[src/gh_pkg.sv]
`timescale 1ns / 1ps
// ----------------------------------------------------------------------------
// gh_pkg
// shared constants and the base32 character lookup for the geohash encoder
// ----------------------------------------------------------------------------
package gh_pkg;

    localparam int MAX_CHARS_DEF       = 12;
    localparam int COORD_FRAC_BITS_DEF = 24;
    localparam int BITS_PER_CHAR       = 5;
    localparam int QUEUE_DEPTH         = 2;

    // interval bounds in whole degrees
    localparam int LAT_HALF_DEG = 90;
    localparam int LON_HALF_DEG = 180;
    localparam int LAT_SPAN_DEG = 180;
    localparam int LON_SPAN_DEG = 360;

    // geohash alphabet, first character in the top byte
    localparam logic [255:0] GH_ALPHABET = "0123456789bcdefghjkmnpqrstuvwxyz";

    function automatic logic [7:0] gh_symbol(input logic [BITS_PER_CHAR-1:0] idx);
        logic [BITS_PER_CHAR-1:0] pos;
        pos = 5'd31 - idx;
        return GH_ALPHABET[{pos, 3'b000} +: 8];
    endfunction

endpackage

[src/gh_queue.sv]
`timescale 1ns / 1ps
// ----------------------------------------------------------------------------
// gh_queue
// short first-in first-out queue between the front and back parts
// ----------------------------------------------------------------------------
module gh_queue
    import gh_pkg::*;
#(
    parameter int DW = 8
) (
    input  logic          i_clk,
    input  logic          i_rst_n,
    input  logic          i_push,
    input  logic [DW-1:0] i_data,
    input  logic          i_pop,
    output logic [DW-1:0] o_data,
    output logic          o_full,
    output logic          o_empty
);

    localparam int PW = (QUEUE_DEPTH > 1) ? $clog2(QUEUE_DEPTH) : 1;
    localparam int CW = $clog2(QUEUE_DEPTH + 1);

    logic [DW-1:0] r_mem [QUEUE_DEPTH];
    logic [PW-1:0] r_wr_ptr;
    logic [PW-1:0] r_rd_ptr;
    logic [CW-1:0] r_count;

    assign o_full  = (r_count == CW'(QUEUE_DEPTH));
    assign o_empty = (r_count == '0);
    assign o_data  = r_mem[r_rd_ptr];

    always_ff @(posedge i_clk) begin
        if (!i_rst_n) begin
            r_wr_ptr <= '0;
            r_rd_ptr <= '0;
            r_count  <= '0;
        end else begin
            if (i_push) begin
                r_wr_ptr <= (r_wr_ptr == PW'(QUEUE_DEPTH - 1)) ? '0 : r_wr_ptr + 1'b1;
            end
            if (i_pop) begin
                r_rd_ptr <= (r_rd_ptr == PW'(QUEUE_DEPTH - 1)) ? '0 : r_rd_ptr + 1'b1;
            end
            if (i_push && !i_pop) begin
                r_count <= r_count + 1'b1;
            end else if (i_pop && !i_push) begin
                r_count <= r_count - 1'b1;
            end
        end
    end

    always_ff @(posedge i_clk) begin
        if (i_push) begin
            r_mem[r_wr_ptr] <= i_data;
        end
    end

endmodule

[config.mk]
export PLATFORM = sky130hd
export DESIGN_NAME = gh_queue
export DESIGN_NICKNAME = d
export VERILOG_FILES = /design/src/gh_pkg.sv /design/src/gh_queue.sv
export SDC_FILE = /design/constraint.sdc
export NUM_CORES = 1
export LEC_CHECK = 0
export BUFFER_PORTS_ARGS = -buffer_cell sky130_fd_sc_hd__buf_2
export CAP_MARGIN = 10
export CORE_MARGIN = 8
export CORE_UTILIZATION = 44
export DETAILED_ROUTE_END_ITERATION = 12
export PLACE_DENSITY = 0.72
export RECOVER_POWER = 25
export SLEW_MARGIN = 20
export SYNTH_ARGS = -nofsm -noshare
export SYNTH_HDL_FRONTEND = slang
export SYNTH_SLANG_ARGS = --single-unit
[constraint.sdc]
create_clock -name i_clk -period 1.1 [get_ports i_clk]
set_input_delay 0.11 -clock i_clk [delete_from_list [all_inputs] [get_ports i_clk]]
set_output_delay 0.11 -clock i_clk [all_outputs]
set_load 0.05 [all_outputs]
==> results.py <==
metrics = {
    "yosys": {
        "syn_avg_cell_area_sq_um": 16.9,
        "yosysUniqueCellTypes": 16,
        "yosys_warnings": 0,
        "ys_seq_area_share_pct": 73.1,
        "syn_inst": 47,
        "synth_nets": 60,
        "syn_area_sq_um": 795,
        "ys_seq_elements": 21,
    },
    "floorplanning": {
        "fp.dieW_um": 58.5,
        "coreArea_sq_um": 1710,
        "die-area_sq_um": 3420,
        "initial_core_util_pct": 46.5,
        "core.rowCount": 15,
        "dieHeight_um": 58.5,
        "ios": 22,
    },
    "clocking": {
        "numCtsBuffers": 3,
        "h-tree-depth": 1,
        "cts_tree": "built",
        "cts-root-buf": "clkbuf_4",
        "clock_path_buffers": 2,
        "clock-sinks": 21,
        "path_clk_slew_ps": 110,
        "clock_latency_ps": 290,
    },
    "layout": {
        "synthToLayoutAreaGrowth_pct": 55.9,
        "final_cell_mix": "edfxtp_1 (16), buf_4 (10), buf_2 (9), mux2_4 (8), buf_8 (8)",
        "final_common_cell": "edfxtp_1",
        "fin_area_sq_um": 1240,
        "nNetsFinal": 103,
        "n_antenna_cell": 0,
        "n_fill_cell": 114,
        "drive_gt1_share_pct": 51.7,
    },
    "drt": {
        "wl_per_cell_um": 13.2,
        "vias": 501,
        "route.detailed.drc": 0,
        "dr.pass1.iters": 3,
        "via_per_inst": 4.39,
        "drt_iter0_markers": 6,
        "antenna_left": 0,
        "drt_wl_total_mm": 1.51,
    },
    "sta": {
        "rsz0062_at_grt": "true",
        "whs_ps": 7.80,
        "finalSetupTns_ps": -2040,
        "setup_viol": 10,
        "fin_crit_sh_pct": 123,
        "finalWorstSetupSlack_ps": -254,
        "fmax_mhz": 738,
        "finalHoldViolations": 0,
        "tightest_slew_ps": 146,
        "period_needed_ps": 1350,
        "relSlewSlack_pct": 90.2,
        "maxSlewViolCount": 0,
        "finalClockSkew_ps": 4.48,
    },
    "global_routing": {
        "grt_overflow_total": 0,
        "grt_max_degree": 12,
        "track_usage_pct": 9.03,
        "grt_pass1_vias": 554,
        "antenna_found_initial": 0,
        "grt_pass1_wl_mm": 2.35,
    },
    "hold_path": {
        "hold_class": "primary input to register",
        "min_path_cells": 1,
    },
    "power_and_ir_drop": {
        "powerDensity_nw_per_um2": 1470,
        "total_leakage_power_nw": 0.521,
        "ir_drop_mv": 0.869,
        "p_total_mw": 1.82,
    },
    "critical_path": {
        "cp.required_ps": 990,
        "crit_path_end_kind": "output pin",
        "path_class": "register to output pin",
        "crit_path_max_fanout": 5,
        "cp-start-kind": "register",
        "crit_arrival_ps": 1240,
        "rr_worst_depth": 4,
    },
    "placed_design": {
        "place_area_sq_um": 991,
        "io_buffers": 21,
        "routabilityCongestion": 0.657,
        "dpl.hpwl_um": 959,
    },
    "outcome": {
        "violations": "setup timing",
        "outcome": "complete, but fails checks",
    },
    "job": {
        "drv_cap": 0,
    },
}
cell families (layout without fill, tap and decap cells):
family,after synthesis,in the layout,share of synthesized area [%]
xor+xnor,3,3,3.31
flops,21,21,73.1
mux,8,8,11.3
buf+inv,2,44,1.10
fa+ha+maj,1,1,1.57
simple gates,9,9,7.09
compound gates,3,3,2.52
critical path, cell delays in order, from the launching register on:
cell	delay, ps
dfxtp_2	360
buf_6	130
mux2_4	310
buf_8	150
synthesized netlist by cell type:
cell | number | share of area [%]
a21boi_1 | 1 | 0.95
edfxtp_1 | 16 | 60
inv_1 | 1 | 0.47
buf_2 | 1 | 0.63
or3_1 | 1 | 0.79
and2b_2 | 1 | 1.1
xnor2_1 | 1 | 1.1
xor2_1 | 2 | 2.2
o21a_1 | 1 | 0.95
ha_1 | 1 | 1.6
mux2_2 | 8 | 11
o21ai_0 | 1 | 0.63
dfxtp_1 | 5 | 13
nor2b_1 | 2 | 1.6
and2_1 | 4 | 3.1
nor2_1 | 1 | 0.47
stage by stage:
step / cells / util, % / setup slack (ps)
after floorplan: 47 / - / 67.5
after global placement: 100 / 58.0 / -4.64
after detailed placement: 100 / 58.0 / -46.5
after CTS: 112 / 71.5 / -267
after global routing: 114 / 72.5 / -292
final: 114 / 72.5 / -254
routing by layer:
metal  part of all wire [%]  track usage (%)  vias up
li1                       -                -      255
met1                     43             9.53      234
met2                     52             15.7       10
met3                    3.8             2.39        2
met4                   0.79             5.24        0
met5                      0                0        -
layout make-up:
cell class | instances | area, sq um | share of cell area [%]
Multi-Input combinational cell | 24 | 240 | 19.4
Sequential cell | 21 | 586 | 47.3
Inverter | 1 | 3.75 | 0.303
Clock buffer | 4 | 26.3 | 2.12
Timing Repair Buffer | 39 | 352 | 28.4
Tap cell | 25 | 31.3 | 2.53
power breakdown:
group / internal [mW] / switching (mW)
Clock: 0.141 / 0.206
Combinational: 0.265 / 0.273
Sequential: 0.910 / 0.0264
Total: 1.32 / 0.505
state kept, by name (all words and copies together) (netlist names), named ones only:
register / cells
r_mem: 16
r_wr_ptr: 1
r_count: 2
r_rd_ptr: 1
final timing paths:
check / from / end / slack [ps]
worst max-delay path: register / o_data[5] / -250
worst min-delay path: i_data[0] / r_mem[1][0]$_DFFE_PP_ / 8
worst max register to register: r_count[0]$_SDFFE_PN0P_ / r_count[1]$_SDFFE_PN0P_ / -60
worst min register to register: r_count[1]$_SDFFE_PN0P_ / r_count[1]$_SDFFE_PN0P_ / 540
repair_timing:
| action | 4_1_cts | 5_1_grt |
|---|---|---|
| setup buffers | 2 | 1 |
| gates resized for setup | 39 | 1 |
| pin swaps | 1 | 0 |
| hold endpoints to repair | 12 | 2 |
| hold buffers | 6 | 1 |
| setup endpoints to repair | 10 | 10 |
(Power assumes the default switching activity.)
