<file path="config.mk">
export PLATFORM = sky130hd
export DESIGN_NAME = gh_front
export DESIGN_NICKNAME = d
export VERILOG_FILES = /design/src/gh_pkg.sv /design/src/gh_front.sv
export SDC_FILE = /design/constraint.sdc
export NUM_CORES = 1
export LEC_CHECK = 0
export BUFFER_PORTS_ARGS = -buffer_cell sky130_fd_sc_hd__buf_4
export CORE_MARGIN = 2
export CORE_UTILIZATION = 30
export DETAILED_ROUTE_END_ITERATION = 16
export GPL_ROUTABILITY_DRIVEN = 0
export PLACE_DENSITY = 0.76
export SLEW_MARGIN = 20
export SYNTH_ARGS = -nofsm -noshare
export SYNTH_HDL_FRONTEND = slang
export SYNTH_SLANG_ARGS = --single-unit
export TNS_END_PERCENT = 50
</file>
<file path="constraint.sdc">
create_clock -name vclk -period 2.4
set_clock_uncertainty 0.05 [all_clocks]
set_input_delay 0.36 -clock vclk [all_inputs]
set_output_delay 0.36 -clock vclk [all_outputs]
set_load 0.005 [all_outputs]
</file>
<file path="src/gh_pkg.sv">
`timescale 1ns / 1ps
// ----------------------------------------------------------------------------
// gh_pkg
// shared constants and the base32 character lookup for the geohash encoder
// ----------------------------------------------------------------------------
package gh_pkg;

    localparam int MAX_CHARS_DEF       = 12;
    localparam int COORD_FRAC_BITS_DEF = 24;
    localparam int BITS_PER_CHAR       = 5;
    localparam int QUEUE_DEPTH         = 2;

    // interval bounds in whole degrees
    localparam int LAT_HALF_DEG = 90;
    localparam int LON_HALF_DEG = 180;
    localparam int LAT_SPAN_DEG = 180;
    localparam int LON_SPAN_DEG = 360;

    // geohash alphabet, first character in the top byte
    localparam logic [255:0] GH_ALPHABET = "0123456789bcdefghjkmnpqrstuvwxyz";

    function automatic logic [7:0] gh_symbol(input logic [BITS_PER_CHAR-1:0] idx);
        logic [BITS_PER_CHAR-1:0] pos;
        pos = 5'd31 - idx;
        return GH_ALPHABET[{pos, 3'b000} +: 8];
    endfunction

endpackage

</file>
<file path="src/gh_front.sv">
`timescale 1ns / 1ps
// ----------------------------------------------------------------------------
// gh_front
// accepts a coordinate word, flags a bad count and offsets and clamps both axes
// ----------------------------------------------------------------------------
module gh_front
    import gh_pkg::*;
#(
    parameter int MAX_CHARS       = MAX_CHARS_DEF,
    parameter int COORD_FRAC_BITS = COORD_FRAC_BITS_DEF,
    parameter int U_W             = COORD_FRAC_BITS + 9
) (
    input  logic                  i_in_valid,
    output logic                  o_in_stall,
    input  logic signed [31:0]    i_latitude,
    input  logic signed [32:0]    i_longitude,
    input  logic        [3:0]     i_char_count,
    input  logic                  i_queue_full,
    output logic                  o_push,
    output logic                  o_bad,
    output logic        [U_W-1:0] o_u_lat,
    output logic        [U_W-1:0] o_u_lon
);

    localparam int SW = (COORD_FRAC_BITS + 11 > 35) ? COORD_FRAC_BITS + 11 : 35;

    localparam logic signed [SW-1:0] LAT_HALF = SW'(64'(LAT_HALF_DEG) << COORD_FRAC_BITS);
    localparam logic signed [SW-1:0] LON_HALF = SW'(64'(LON_HALF_DEG) << COORD_FRAC_BITS);
    localparam logic signed [SW-1:0] LAT_SPAN = SW'(64'(LAT_SPAN_DEG) << COORD_FRAC_BITS);
    localparam logic signed [SW-1:0] LON_SPAN = SW'(64'(LON_SPAN_DEG) << COORD_FRAC_BITS);

    logic signed [SW-1:0] lat_off;
    logic signed [SW-1:0] lon_off;

    assign o_in_stall = i_queue_full;
    assign o_push     = i_in_valid & ~i_queue_full;
    assign o_bad      = (i_char_count == 4'd0) || (i_char_count > 4'(MAX_CHARS));

    assign lat_off = {{(SW-32){i_latitude[31]}}, i_latitude} + LAT_HALF;
    assign lon_off = {{(SW-33){i_longitude[32]}}, i_longitude} + LON_HALF;

    // saturate onto [0, span]
    always_comb begin
        if (lat_off[SW-1]) begin
            o_u_lat = '0;
        end else if (lat_off > LAT_SPAN) begin
            o_u_lat = U_W'(LAT_SPAN);
        end else begin
            o_u_lat = U_W'(lat_off);
        end
        if (lon_off[SW-1]) begin
            o_u_lon = '0;
        end else if (lon_off > LON_SPAN) begin
            o_u_lon = U_W'(LON_SPAN);
        end else begin
            o_u_lon = U_W'(lon_off);
        end
    end

endmodule

</file>
==> impl_results.md, run 1 <==
- X dimension of the die: 67.1 um
- Result of the run: complete, but fails checks
- Data required time of the critical path: 1.99 ns
- Net load switching power: 0.000238 W
- Synthesized instance count: 178
- Smallest hold slack: 0.847 ns
- ANT cells: 0
- Proportion of total power due to net switching: 40.5%
- Number of vias after detailed routing: 1,911
- Row Count: 22
- Remaining global-route overflow: 0
- Count of antenna-violating nets left after detailed routing: 0
- Final count of hold timing violations: 0
- Critical Path Slowest Stage Cell: sky130_fd_sc_hd__a221o_1
- Number of top-level pins: 140
- Vertical die dimension: 67.1 um
- Cell Pwr Density: 221 nW/um2
- Endpoints failing setup: 28
- Post-layout net count: 401
- Maximum number of pins on one net before global-route repair: 28
- Critical setup path kind: input pin to output port
- Violation count after the first detailed-route iteration: 99
- Violations in the final reports: negative setup slack
- CP Max Fanout: 6
- Layout sequential cell count: 0
- Relative contribution of sequential cells to total power: 0%
- Max-slew violation count: 0
- Part of the Yosys area used for sequential elements: 0%
- Detailed-route wire length: 5180 um
- Share of the core filled with cells in the final layout: 71.1%
- Unrepaired setup endpoints after global routing: yes
- Cell type group with the largest total delay on the critical path: compound AO/OA/AOI/OAI gates
- Max-Cap Viols: 0
- Post-CTS Hold Fix Bufs: 0
- Clock network fraction of total power: 0%
- Total of clock buffers placed in the layout: 0
- Worst Hold Class: input pin to output port
- Fraction of final layout cells sized beyond drive strength 1: 58.8%
- Detailed-route vias per instance: 5.12
- Netlist area before placement: 1200 um2
- Global-route wire length before repair: 7550 um
- Smallest setup slack after layout: -0.129 ns
- Highest-count cells in the layout ignoring fill and taps: 149 x sky130_fd_sc_hd__buf_4, 25 x sky130_fd_sc_hd__nor3b_1, 24 x sky130_fd_sc_hd__nor2b_1
- Port Buffers: 139
- Buffer and inverter count on the worst path: 3
- Highest ir drop seen on vdd: 0.125 mV
- Wire length per cell: 13.9 um
- Most common library cell in the layout ignoring fill and taps: sky130_fd_sc_hd__buf_4
- Via count of the first global-routing pass: 1,757
- Count of cells along the worst hold path: 2
- Area Growth Syn to Fin: 122%
- Combinational share of power: 100.0%
- Initial antenna violation count: 0
- GRT Total Usage: 20.5%
- Critical Path Sink Type: output port
- Die area: 4510 um2
- CP cell instances: buf_8, ha_4, nor4b_4, a22oi_2, a221o_1, a21oi_4, buf_12, and2b_1, buf_4
- HPWL after DPL: 4040 um
- Leakage power of the design: 1.21 nW
- Fin crit share: 105%
- Achievable Freq: 0.395 GHz
- Mean instance size in the synthesized netlist: 6.72 um2
- Sum of internal, switching and leakage power: 0.000588 W
- Multi-input logic area: 1290 um2
- Effective utilization at floorplan: 32.0%
- Nets in the synthesized netlist: 252
- Area of the placeable core: 3740 um2
- Hold Path Origin: i_queue_full
- Critical path arrival: 2.12 ns
- Endpoint of the worst hold-timing path: o_in_stall
- Accumulated negative setup slack: -2.26 ns
- Number of warnings printed during yosys synthesis: 0
- CP peak stage delay: 0.39 ns
- Synth cell types: 48
- Crit path launch type: input pin
- Area occupied by registers: 0 um2
- Int Pwr: 0.000349 W
- Period minus WS final: 2.53 ns
- Remaining design rule violation count: 0
- Filler Cell Count: 317
- Length of the first detailed-routing pass in iterations: 4
[cells by family after synthesis]
group	share of synthesized area [%]
other cells	0.314
xor+xnor	2.93
simple gates	60.4
compound gates	23.5
buf+inv	8.89
fa+ha+maj	3.14
mux	0.837
[through the flow]
step / cell area, um2 / setup WS [ns] / cells
floorplan: 1200 / 0.0423 / 178
global placement: 2390 / -0.212 / 371
detailed placement: 2390 / -0.236 / 371
CTS: 2500 / -0.101 / 373
global route: 2660 / -0.188 / 373
finish: 2660 / -0.129 / 373
[worst max-delay path by stage]
| stage | startpoint | to | slack, ns | cells past startpoint |
|---|---|---|---|---|
| detailed placement | i_longitude[26] | o_u_lon[0] | -0.24 | 9 |
| global placement | i_longitude[26] | o_u_lon[0] | -0.21 | 9 |
| global route | i_longitude[27] | o_u_lon[11] | -0.19 | 10 |
| floorplan | i_longitude[26] | o_u_lon[0] | 0.04 | 6 |
| CTS | i_longitude[27] | o_u_lon[1] | -0.10 | 9 |
| finish | i_longitude[27] | o_u_lon[1] | -0.13 | 9 |
[cell usage after synthesis, drive strengths merged (3+ instances only)]
library cell | number | area (um2)
nor4 | 10 | 62.6
nor3b | 27 | 203
ha | 3 | 37.5
clkbuf | 4 | 15.0
nor2 | 8 | 30.0
buf | 11 | 87.6
nor3 | 8 | 40.0
and2b | 3 | 22.5
a211oi | 4 | 47.5
nand4 | 6 | 37.5
nor2b | 29 | 181
a21oi | 8 | 43.8
o21ai | 6 | 33.8
nand2b | 3 | 18.8
a211o | 3 | 26.3
nand2 | 12 | 45.0
a21o | 3 | 22.5
[routing by layer]
layer / vias to the layer above / GRT usage, % / part of all wire [%]
met4: 0 / 1.02 / 0.33
met1: 863 / 21.9 / 37
li1: 960 / - / -
met5: - / 0 / 0
met2: 86 / 42.3 / 52
met3: 2 / 4.17 / 10
[power by group through the flow]
stage | Combinational, W | Sequential [W] | Clock (W)
after floorplan | 0.000200 | 0 | 0
after global placement | 0.000510 | 0 | 0
after detailed placement | 0.000518 | 0 | 0
after CTS | 0.000546 | 0 | 0
after global routing | 0.000634 | 0 | 0
final | 0.000588 | 0 | 0
[layout make-up]
class	instances	area share [%]
Timing Repair Buffer	162	49.2
Inverter	1	0.141
Tap cell	48	2.26
Multi-Input combinational cell	162	48.4
[repair_timing]
item                                    CTS  global route
pin swaps                                 5             7
gates resized for setup                  18            25
buffers inserted                          2             0
endpoints found under the setup margin   56            56
No activity file was read; power rests on OpenSTA's default activity.
==> inputs of run 2 (changes only) <==
--- a/config.mk
+++ b/config.mk
@@ -7,10 +7,10 @@
 export LEC_CHECK = 0
 export BUFFER_PORTS_ARGS = -buffer_cell sky130_fd_sc_hd__buf_4
 export CORE_MARGIN = 2
-export CORE_UTILIZATION = 30
+export CORE_UTILIZATION = 32
 export DETAILED_ROUTE_END_ITERATION = 16
 export GPL_ROUTABILITY_DRIVEN = 0
-export PLACE_DENSITY = 0.76
+export PLACE_DENSITY = 0.8
 export SLEW_MARGIN = 20
 export SYNTH_ARGS = -nofsm -noshare
 export SYNTH_HDL_FRONTEND = slang
==> constraint.sdc (replaced) <==
create_clock -name vclk -period 2.4
set_clock_uncertainty 0.05 [all_clocks]
set_input_delay 0.12 -clock vclk [all_inputs]
set_output_delay 0.12 -clock vclk [all_outputs]
set_load 0.005 [all_outputs]
==> run 2 against run 1 <==
Net effect:
- the run now ends clean
- combinational power shrank 17%
- critical path depth unchanged
- worst setup slack better by 0.22 ns
- hold slack got worse by 0.48 ns
- first-iteration DRC count is 63% lower
- power fell by 17%
- cell count down 5.1%
- core utilization decreased by 9.2 points
- global-route usage is 0.39 points lower
- count of clock-buffer cells in the layout is the same
- via count fell by 4.1%
- largest power group unchanged
- highest routed layer unchanged
==> impl_results.md, run 2 (synthesized netlist as in run 1, its figures left out) <==
- Critical path arrival: 2.14 ns
- Worst Hold Class: input pin to output port
- GRT Total Usage: 20.1%
- HPWL after DPL: 3950 um
- Accumulated negative setup slack: 0 ns
- Layout sequential cell count: 0
- Area occupied by registers: 0 um2
- Non-filler instance count after layout: 354
- Row Count: 22
- Critical Path Slowest Stage Cell: sky130_fd_sc_hd__a221o_1
- Post-layout net count: 382
- Critical Path Sink Type: output port
- Vertical die dimension: 65.1 um
- Filler Cell Count: 362
- Max-Cap Viols: 0
- X dimension of the die: 65.1 um
- Critical setup path kind: input pin to output port
- Remaining design rule violation count: 0
- Length of the first detailed-routing pass in iterations: 4
- CP cell instances: buf_4, ha_1, nor4b_2, a22oi_1, a221o_1, a21oi_2, buf_4, and2b_1, buf_4
- Period minus WS final: 2.31 ns
- Post-CTS Hold Fix Bufs: 0
- ANT cells: 0
- Fraction of final layout cells sized beyond drive strength 1: 49.3%
- Count of antenna-violating nets left after detailed routing: 0
- Remaining global-route overflow: 0
- Worst rel slew slack: 58.6%
- Area Growth Syn to Fin: 87.9%
- Via count of the first global-routing pass: 1,641
- Least-Margin Pin Slew: 0.619 ns
- Final count of hold timing violations: 0
- Data required time of the critical path: 2.23 ns
- Achievable Freq: 0.433 GHz
- Fin crit share: 96.3%
- CP Max Fanout: 9
- Wire length per cell: 13.2 um
- Unrepaired setup endpoints after global routing: no
- Highest-count cells in the layout ignoring fill and taps: 142 x sky130_fd_sc_hd__buf_4, 29 x sky130_fd_sc_hd__nor2b_1, 27 x sky130_fd_sc_hd__nor3b_1
- Maximum number of pins on one net before global-route repair: 28
- Smallest setup slack after layout: 0.0881 ns
- Global-route wire length before repair: 7190 um
- CP peak stage delay: 0.38 ns
- Number of top-level pins: 140
- Highest ir drop seen on vdd: 0.144 mV
- Port Buffers: 139
- Initial antenna violation count: 0
- Number of placed instances, taps included: 354
- Max-slew violation count: 0
- Total of clock buffers placed in the layout: 0
- Crit path launch type: input pin
- Detailed-route wire length: 4660 um
- Leakage power of the design: 1.05 nW
- Placement-stage worst setup slack: 0.123 ns
- Detailed-route vias per instance: 5.18
- Area of the placeable core: 3630 um2
- Dominant cell type by count on the critical path: sky130_fd_sc_hd__buf_4
- Violation count after the first detailed-route iteration: 37
- Effective utilization at floorplan: 32.9%
- Cell Pwr Density: 217 nW/um2
- Endpoints failing setup: 0
- Most common library cell in the layout ignoring fill and taps: sky130_fd_sc_hd__buf_4
- Number of vias after detailed routing: 1,833
- Result of the run: completed
- Die area: 4240 um2
[run 2: metrics by stage]
step	total power [W]	hold WS, ns	util (%)	cell area [um2]
2_1_floorplan	0.000200	0.220	-	1200
3_3_place_gp	0.000480	0.367	61.6	2240
3_5_place_dp	0.000485	0.368	61.6	2240
4_1_cts	0.000487	0.368	61.6	2240
5_1_grt	0.000531	0.371	61.8	2250
6_report	0.000487	0.368	61.8	2250
[run 2: path summary, 6_finish.rpt]
| check | startpoint | to | slack [ns] | cells after the start |
|---|---|---|---|---|
| max | i_longitude[26] | o_u_lon[1] | 0.09 | 9 |
| min | i_queue_full | o_in_stall | 0.37 | 2 |
[run 2: per-layer routing]
metal / up-vias / track usage [%] / wire length [um]
li1: 921 / - / -
met1: 837 / 23.9 / 1810
met2: 73 / 38.8 / 2360
met3: 2 / 3.94 / 477
met4: 0 / 1.30 / 8
met5: - / 0 / 0
[run 2: final cells by class]
| type | instances | area (um2) | area share (%) |
|---|---|---|---|
| inverter | 1 | 3.75 | 0.167 |
| tap | 48 | 60.1 | 2.67 |
| timing repair buffer | 143 | 1090 | 48.3 |
| multi-input combinational | 162 | 1100 | 48.8 |
[run 2: worst max-delay path: cells and delay by family]
| family | cells | cell delay (ns) |
|---|---|---|
| fa+ha+maj | 1 | 0.26 |
| buf+inv | 3 | 0.46 |
| simple gates | 2 | 0.55 |
| compound gates | 3 | 0.76 |
[run 2: repair_timing]
item                                    CTS  global route
endpoints found under the hold margin     0             0
resized for setup                         0             1
endpoints found under the setup margin    0            27
buffers inserted                          0             0
[run 2: where the power goes]
group | switching, W | internal (W)
combinational | 0.000202 | 0.000285
sequential | 0 | 0
clock | 0 | 0
==> inputs of run 3 (changes only) <==
--- a/config.mk
+++ b/config.mk
@@ -5,12 +5,13 @@
 export SDC_FILE = /design/constraint.sdc
 export NUM_CORES = 1
 export LEC_CHECK = 0
+export ABC_AREA = 1
 export BUFFER_PORTS_ARGS = -buffer_cell sky130_fd_sc_hd__buf_4
 export CORE_MARGIN = 2
-export CORE_UTILIZATION = 32
+export CORE_UTILIZATION = 33
 export DETAILED_ROUTE_END_ITERATION = 16
 export GPL_ROUTABILITY_DRIVEN = 0
-export PLACE_DENSITY = 0.8
+export PLACE_DENSITY = 0.79
 export SLEW_MARGIN = 20
 export SYNTH_ARGS = -nofsm -noshare
 export SYNTH_HDL_FRONTEND = slang
==> run 3 against run 2 <==
Net effect:
- count of clock-buffer cells in the layout did not move
- design area rose by 3.4%
- critical endpoint is now o_u_lon[29]
- power rose by 19%
- critical path type unchanged
- maximum frequency rose by 22%
- hold slack barely moved
- worst setup slack improved by 0.42 ns
==> impl_results.md, run 3 <==
- Unrepaired setup endpoints after global routing: no
- GRT Total Usage: 19.5%
- Max-slew violation count: 0
- Number of vias after detailed routing: 1,970
- Synthesized instance count: 263
- Global-route wire length before repair: 7160 um
- Combinational share of power: 100.0%
- Fraction of final layout cells sized beyond drive strength 1: 43.3%
- Port Buffers: 139
- Share of the core filled with cells in the final layout: 62.5%
- Max-Cap Viols: 0
- Nets in the synthesized netlist: 337
- Period minus WS final: 1.89 ns
- Total of clock buffers placed in the layout: 0
- Proportion of total power due to net switching: 47.4%
- Dominant cell by count in the synthesized netlist: sky130_fd_sc_hd__nand2_1
- Relative contribution of sequential cells to total power: 0%
- Cell type group with the largest total delay on the critical path: buffers and inverters
- X dimension of the die: 66.7 um
- Count of antenna-violating nets left after detailed routing: 0
- Most common library cell in the layout ignoring fill and taps: sky130_fd_sc_hd__buf_4
- Data required time of the critical path: 2.23 ns
- Dominant cell type by count on the critical path: sky130_fd_sc_hd__nand2_1
- Critical Path Slowest Stage Cell: sky130_fd_sc_hd__buf_4
- HPWL after DPL: 3930 um
- Post-layout net count: 469
- Number of top-level pins: 140
- Worst Hold Class: input pin to output port
- Violation count after the first detailed-route iteration: 71
- Share of Yosys cell area claimed by the top area cell type: 21.1%
- Net load switching power: 0.000276 W
- Buffer and inverter count on the worst path: 5
- Via count of the first global-routing pass: 1,774
- Number of warnings printed during yosys synthesis: 0
- Mean instance size in the synthesized netlist: 4.93 um2
- Length of the first detailed-routing pass in iterations: 4
- Critical path arrival: 1.72 ns
- Largest area contributor in the synthesized netlist: sky130_fd_sc_hd__nand2_1
- Hold Path Origin: i_queue_full
- Layout sequential cell count: 0
- Crit path launch type: input pin
- Vertical die dimension: 66.7 um
- Number of cells upsized or downsized after cts: 0
- Largest cells by area after synthesis: sky130_fd_sc_hd__nand2_1 21%, sky130_fd_sc_hd__nor2_1 16%, sky130_fd_sc_hd__inv_1 14%
- Remaining global-route overflow: 0
- Most common library cells after synthesis: 73 x sky130_fd_sc_hd__nand2_1, 55 x sky130_fd_sc_hd__nor2_1, 47 x sky130_fd_sc_hd__inv_1
- CP Max Fanout: 29
- Detailed-route vias per instance: 4.47
- Clock network fraction of total power: 0%
- Initial antenna violation count: 0
- CP peak stage delay: 0.33 ns
- Area of the placeable core: 3720 um2
- Accumulated negative setup slack: 0 ns
- Non-filler instance count after layout: 441
- Endpoint of the worst hold-timing path: o_in_stall
- CP cell instances: buf_4, ha_1, inv_1, nand2_1, nand2_1, nand2_1, inv_1, nand2_1, nor2_1, nand2_1, nand2_1, buf_4, nand2_1, nand2_1, buf_4
- Highest ir drop seen on vdd: 0.119 mV
- Detailed-route wire length: 4590 um
- Achievable Freq: 0.528 GHz
- Synth cell types: 26
- Die area: 4450 um2
- Netlist area before placement: 1300 um2
- Setup repair bufs after CTS: 0
- Final count of hold timing violations: 0
- Maximum number of pins on one net before global-route repair: 33
- Cell Pwr Density: 250 nW/um2
- Sum of internal, switching and leakage power: 0.000581 W
- Count of cells along the worst hold path: 2
- Result of the run: completed
- Area occupied by registers: 0 um2
- Highest-count cells in the layout ignoring fill and taps: 143 x sky130_fd_sc_hd__buf_4, 73 x sky130_fd_sc_hd__nand2_1, 55 x sky130_fd_sc_hd__nor2_1
- Endpoints failing setup: 0
- Row Count: 22
- Number of placed instances, taps included: 441
- Area Growth Syn to Fin: 79.1%
- Int Pwr: 0.000306 W
- Post-CTS Hold Fix Bufs: 0
- Effective utilization at floorplan: 34.9%
- Leakage power of the design: 1.43 nW
- Critical setup path kind: input pin to output port
- Part of the Yosys area used for sequential elements: 0%
- Remaining design rule violation count: 0
- Wire length per cell: 10.4 um
- Critical Path Sink Type: output port
- Fin crit share: 78.9%
- ANT cells: 0
## run 3: cell count changes after synthesis, sizes merged, moves of 23 or more
| cell | change |
|---|---|
| a21oi | +23 |
| inv | +46 |
| nand2 | +64 |
| nor2 | +58 |
| nor2b | -29 |
| nor3b | -26 |
## run 3: routing by layer
metal  vias to the layer above  track usage, %  share of wire (%)  wire length [um]
met5                         -               0                  0                 0
met4                         0            1.28               0.22                10
met3                         2            3.21                8.9               410
met2                        75            38.5                 49              2260
met1                       842            22.4                 42              1910
li1                       1051               -                  -                 -
## run 3: kinds of logic (layout without fill, tap and decap cells)
family          count (synthesis)  in the layout  synth area share (%)
xor+xnor                        3              3                  2.03
compound gates                 34             34                  17.6
fa+ha+maj                       3              3                  2.89
buf+inv                        60            190                  21.9
simple gates                  162            162                  55.3
other cells                     1              1                 0.289
## run 3: power by group through the flow
stage          Combinational (W)  Sequential [W]  Clock (W)
6_report                0.000581               0          0
5_1_grt                 0.000641               0          0
4_1_cts                 0.000585               0          0
3_5_place_dp            0.000582               0          0
3_3_place_gp            0.000578               0          0
2_1_floorplan           0.000290               0          0
## run 3: how the worst max path moves through the flow
stage,from,endpoint,slack [ns],depth (start not counted)
final,i_longitude[26],o_u_lon[29],0.51,15
after global routing,i_latitude[25],o_u_lat[27],0.36,12
after CTS,i_latitude[25],o_u_lat[27],0.50,12
after detailed placement,i_latitude[25],o_u_lat[3],0.50,12
after global placement,i_latitude[25],o_u_lat[22],0.55,12
after floorplan,i_latitude[25],o_u_lat[18],0.99,11
## run 3: metrics by stage
step | hold WS, ns | area [um2] | worst slack (ns)
after floorplan | 0.221 | 1300 | 0.986
after global placement | 0.366 | 2320 | 0.548
after detailed placement | 0.370 | 2320 | 0.502
after CTS | 0.370 | 2320 | 0.500
after global routing | 0.379 | 2320 | 0.358
final | 0.368 | 2320 | 0.507
## run 3: area by class of cell
type | instances | area (um2)
inverter | 47 | 176
tap | 48 | 60.1
fill | 379 | 1390
timing repair buffer | 143 | 1070
multi-input combinational | 203 | 1010
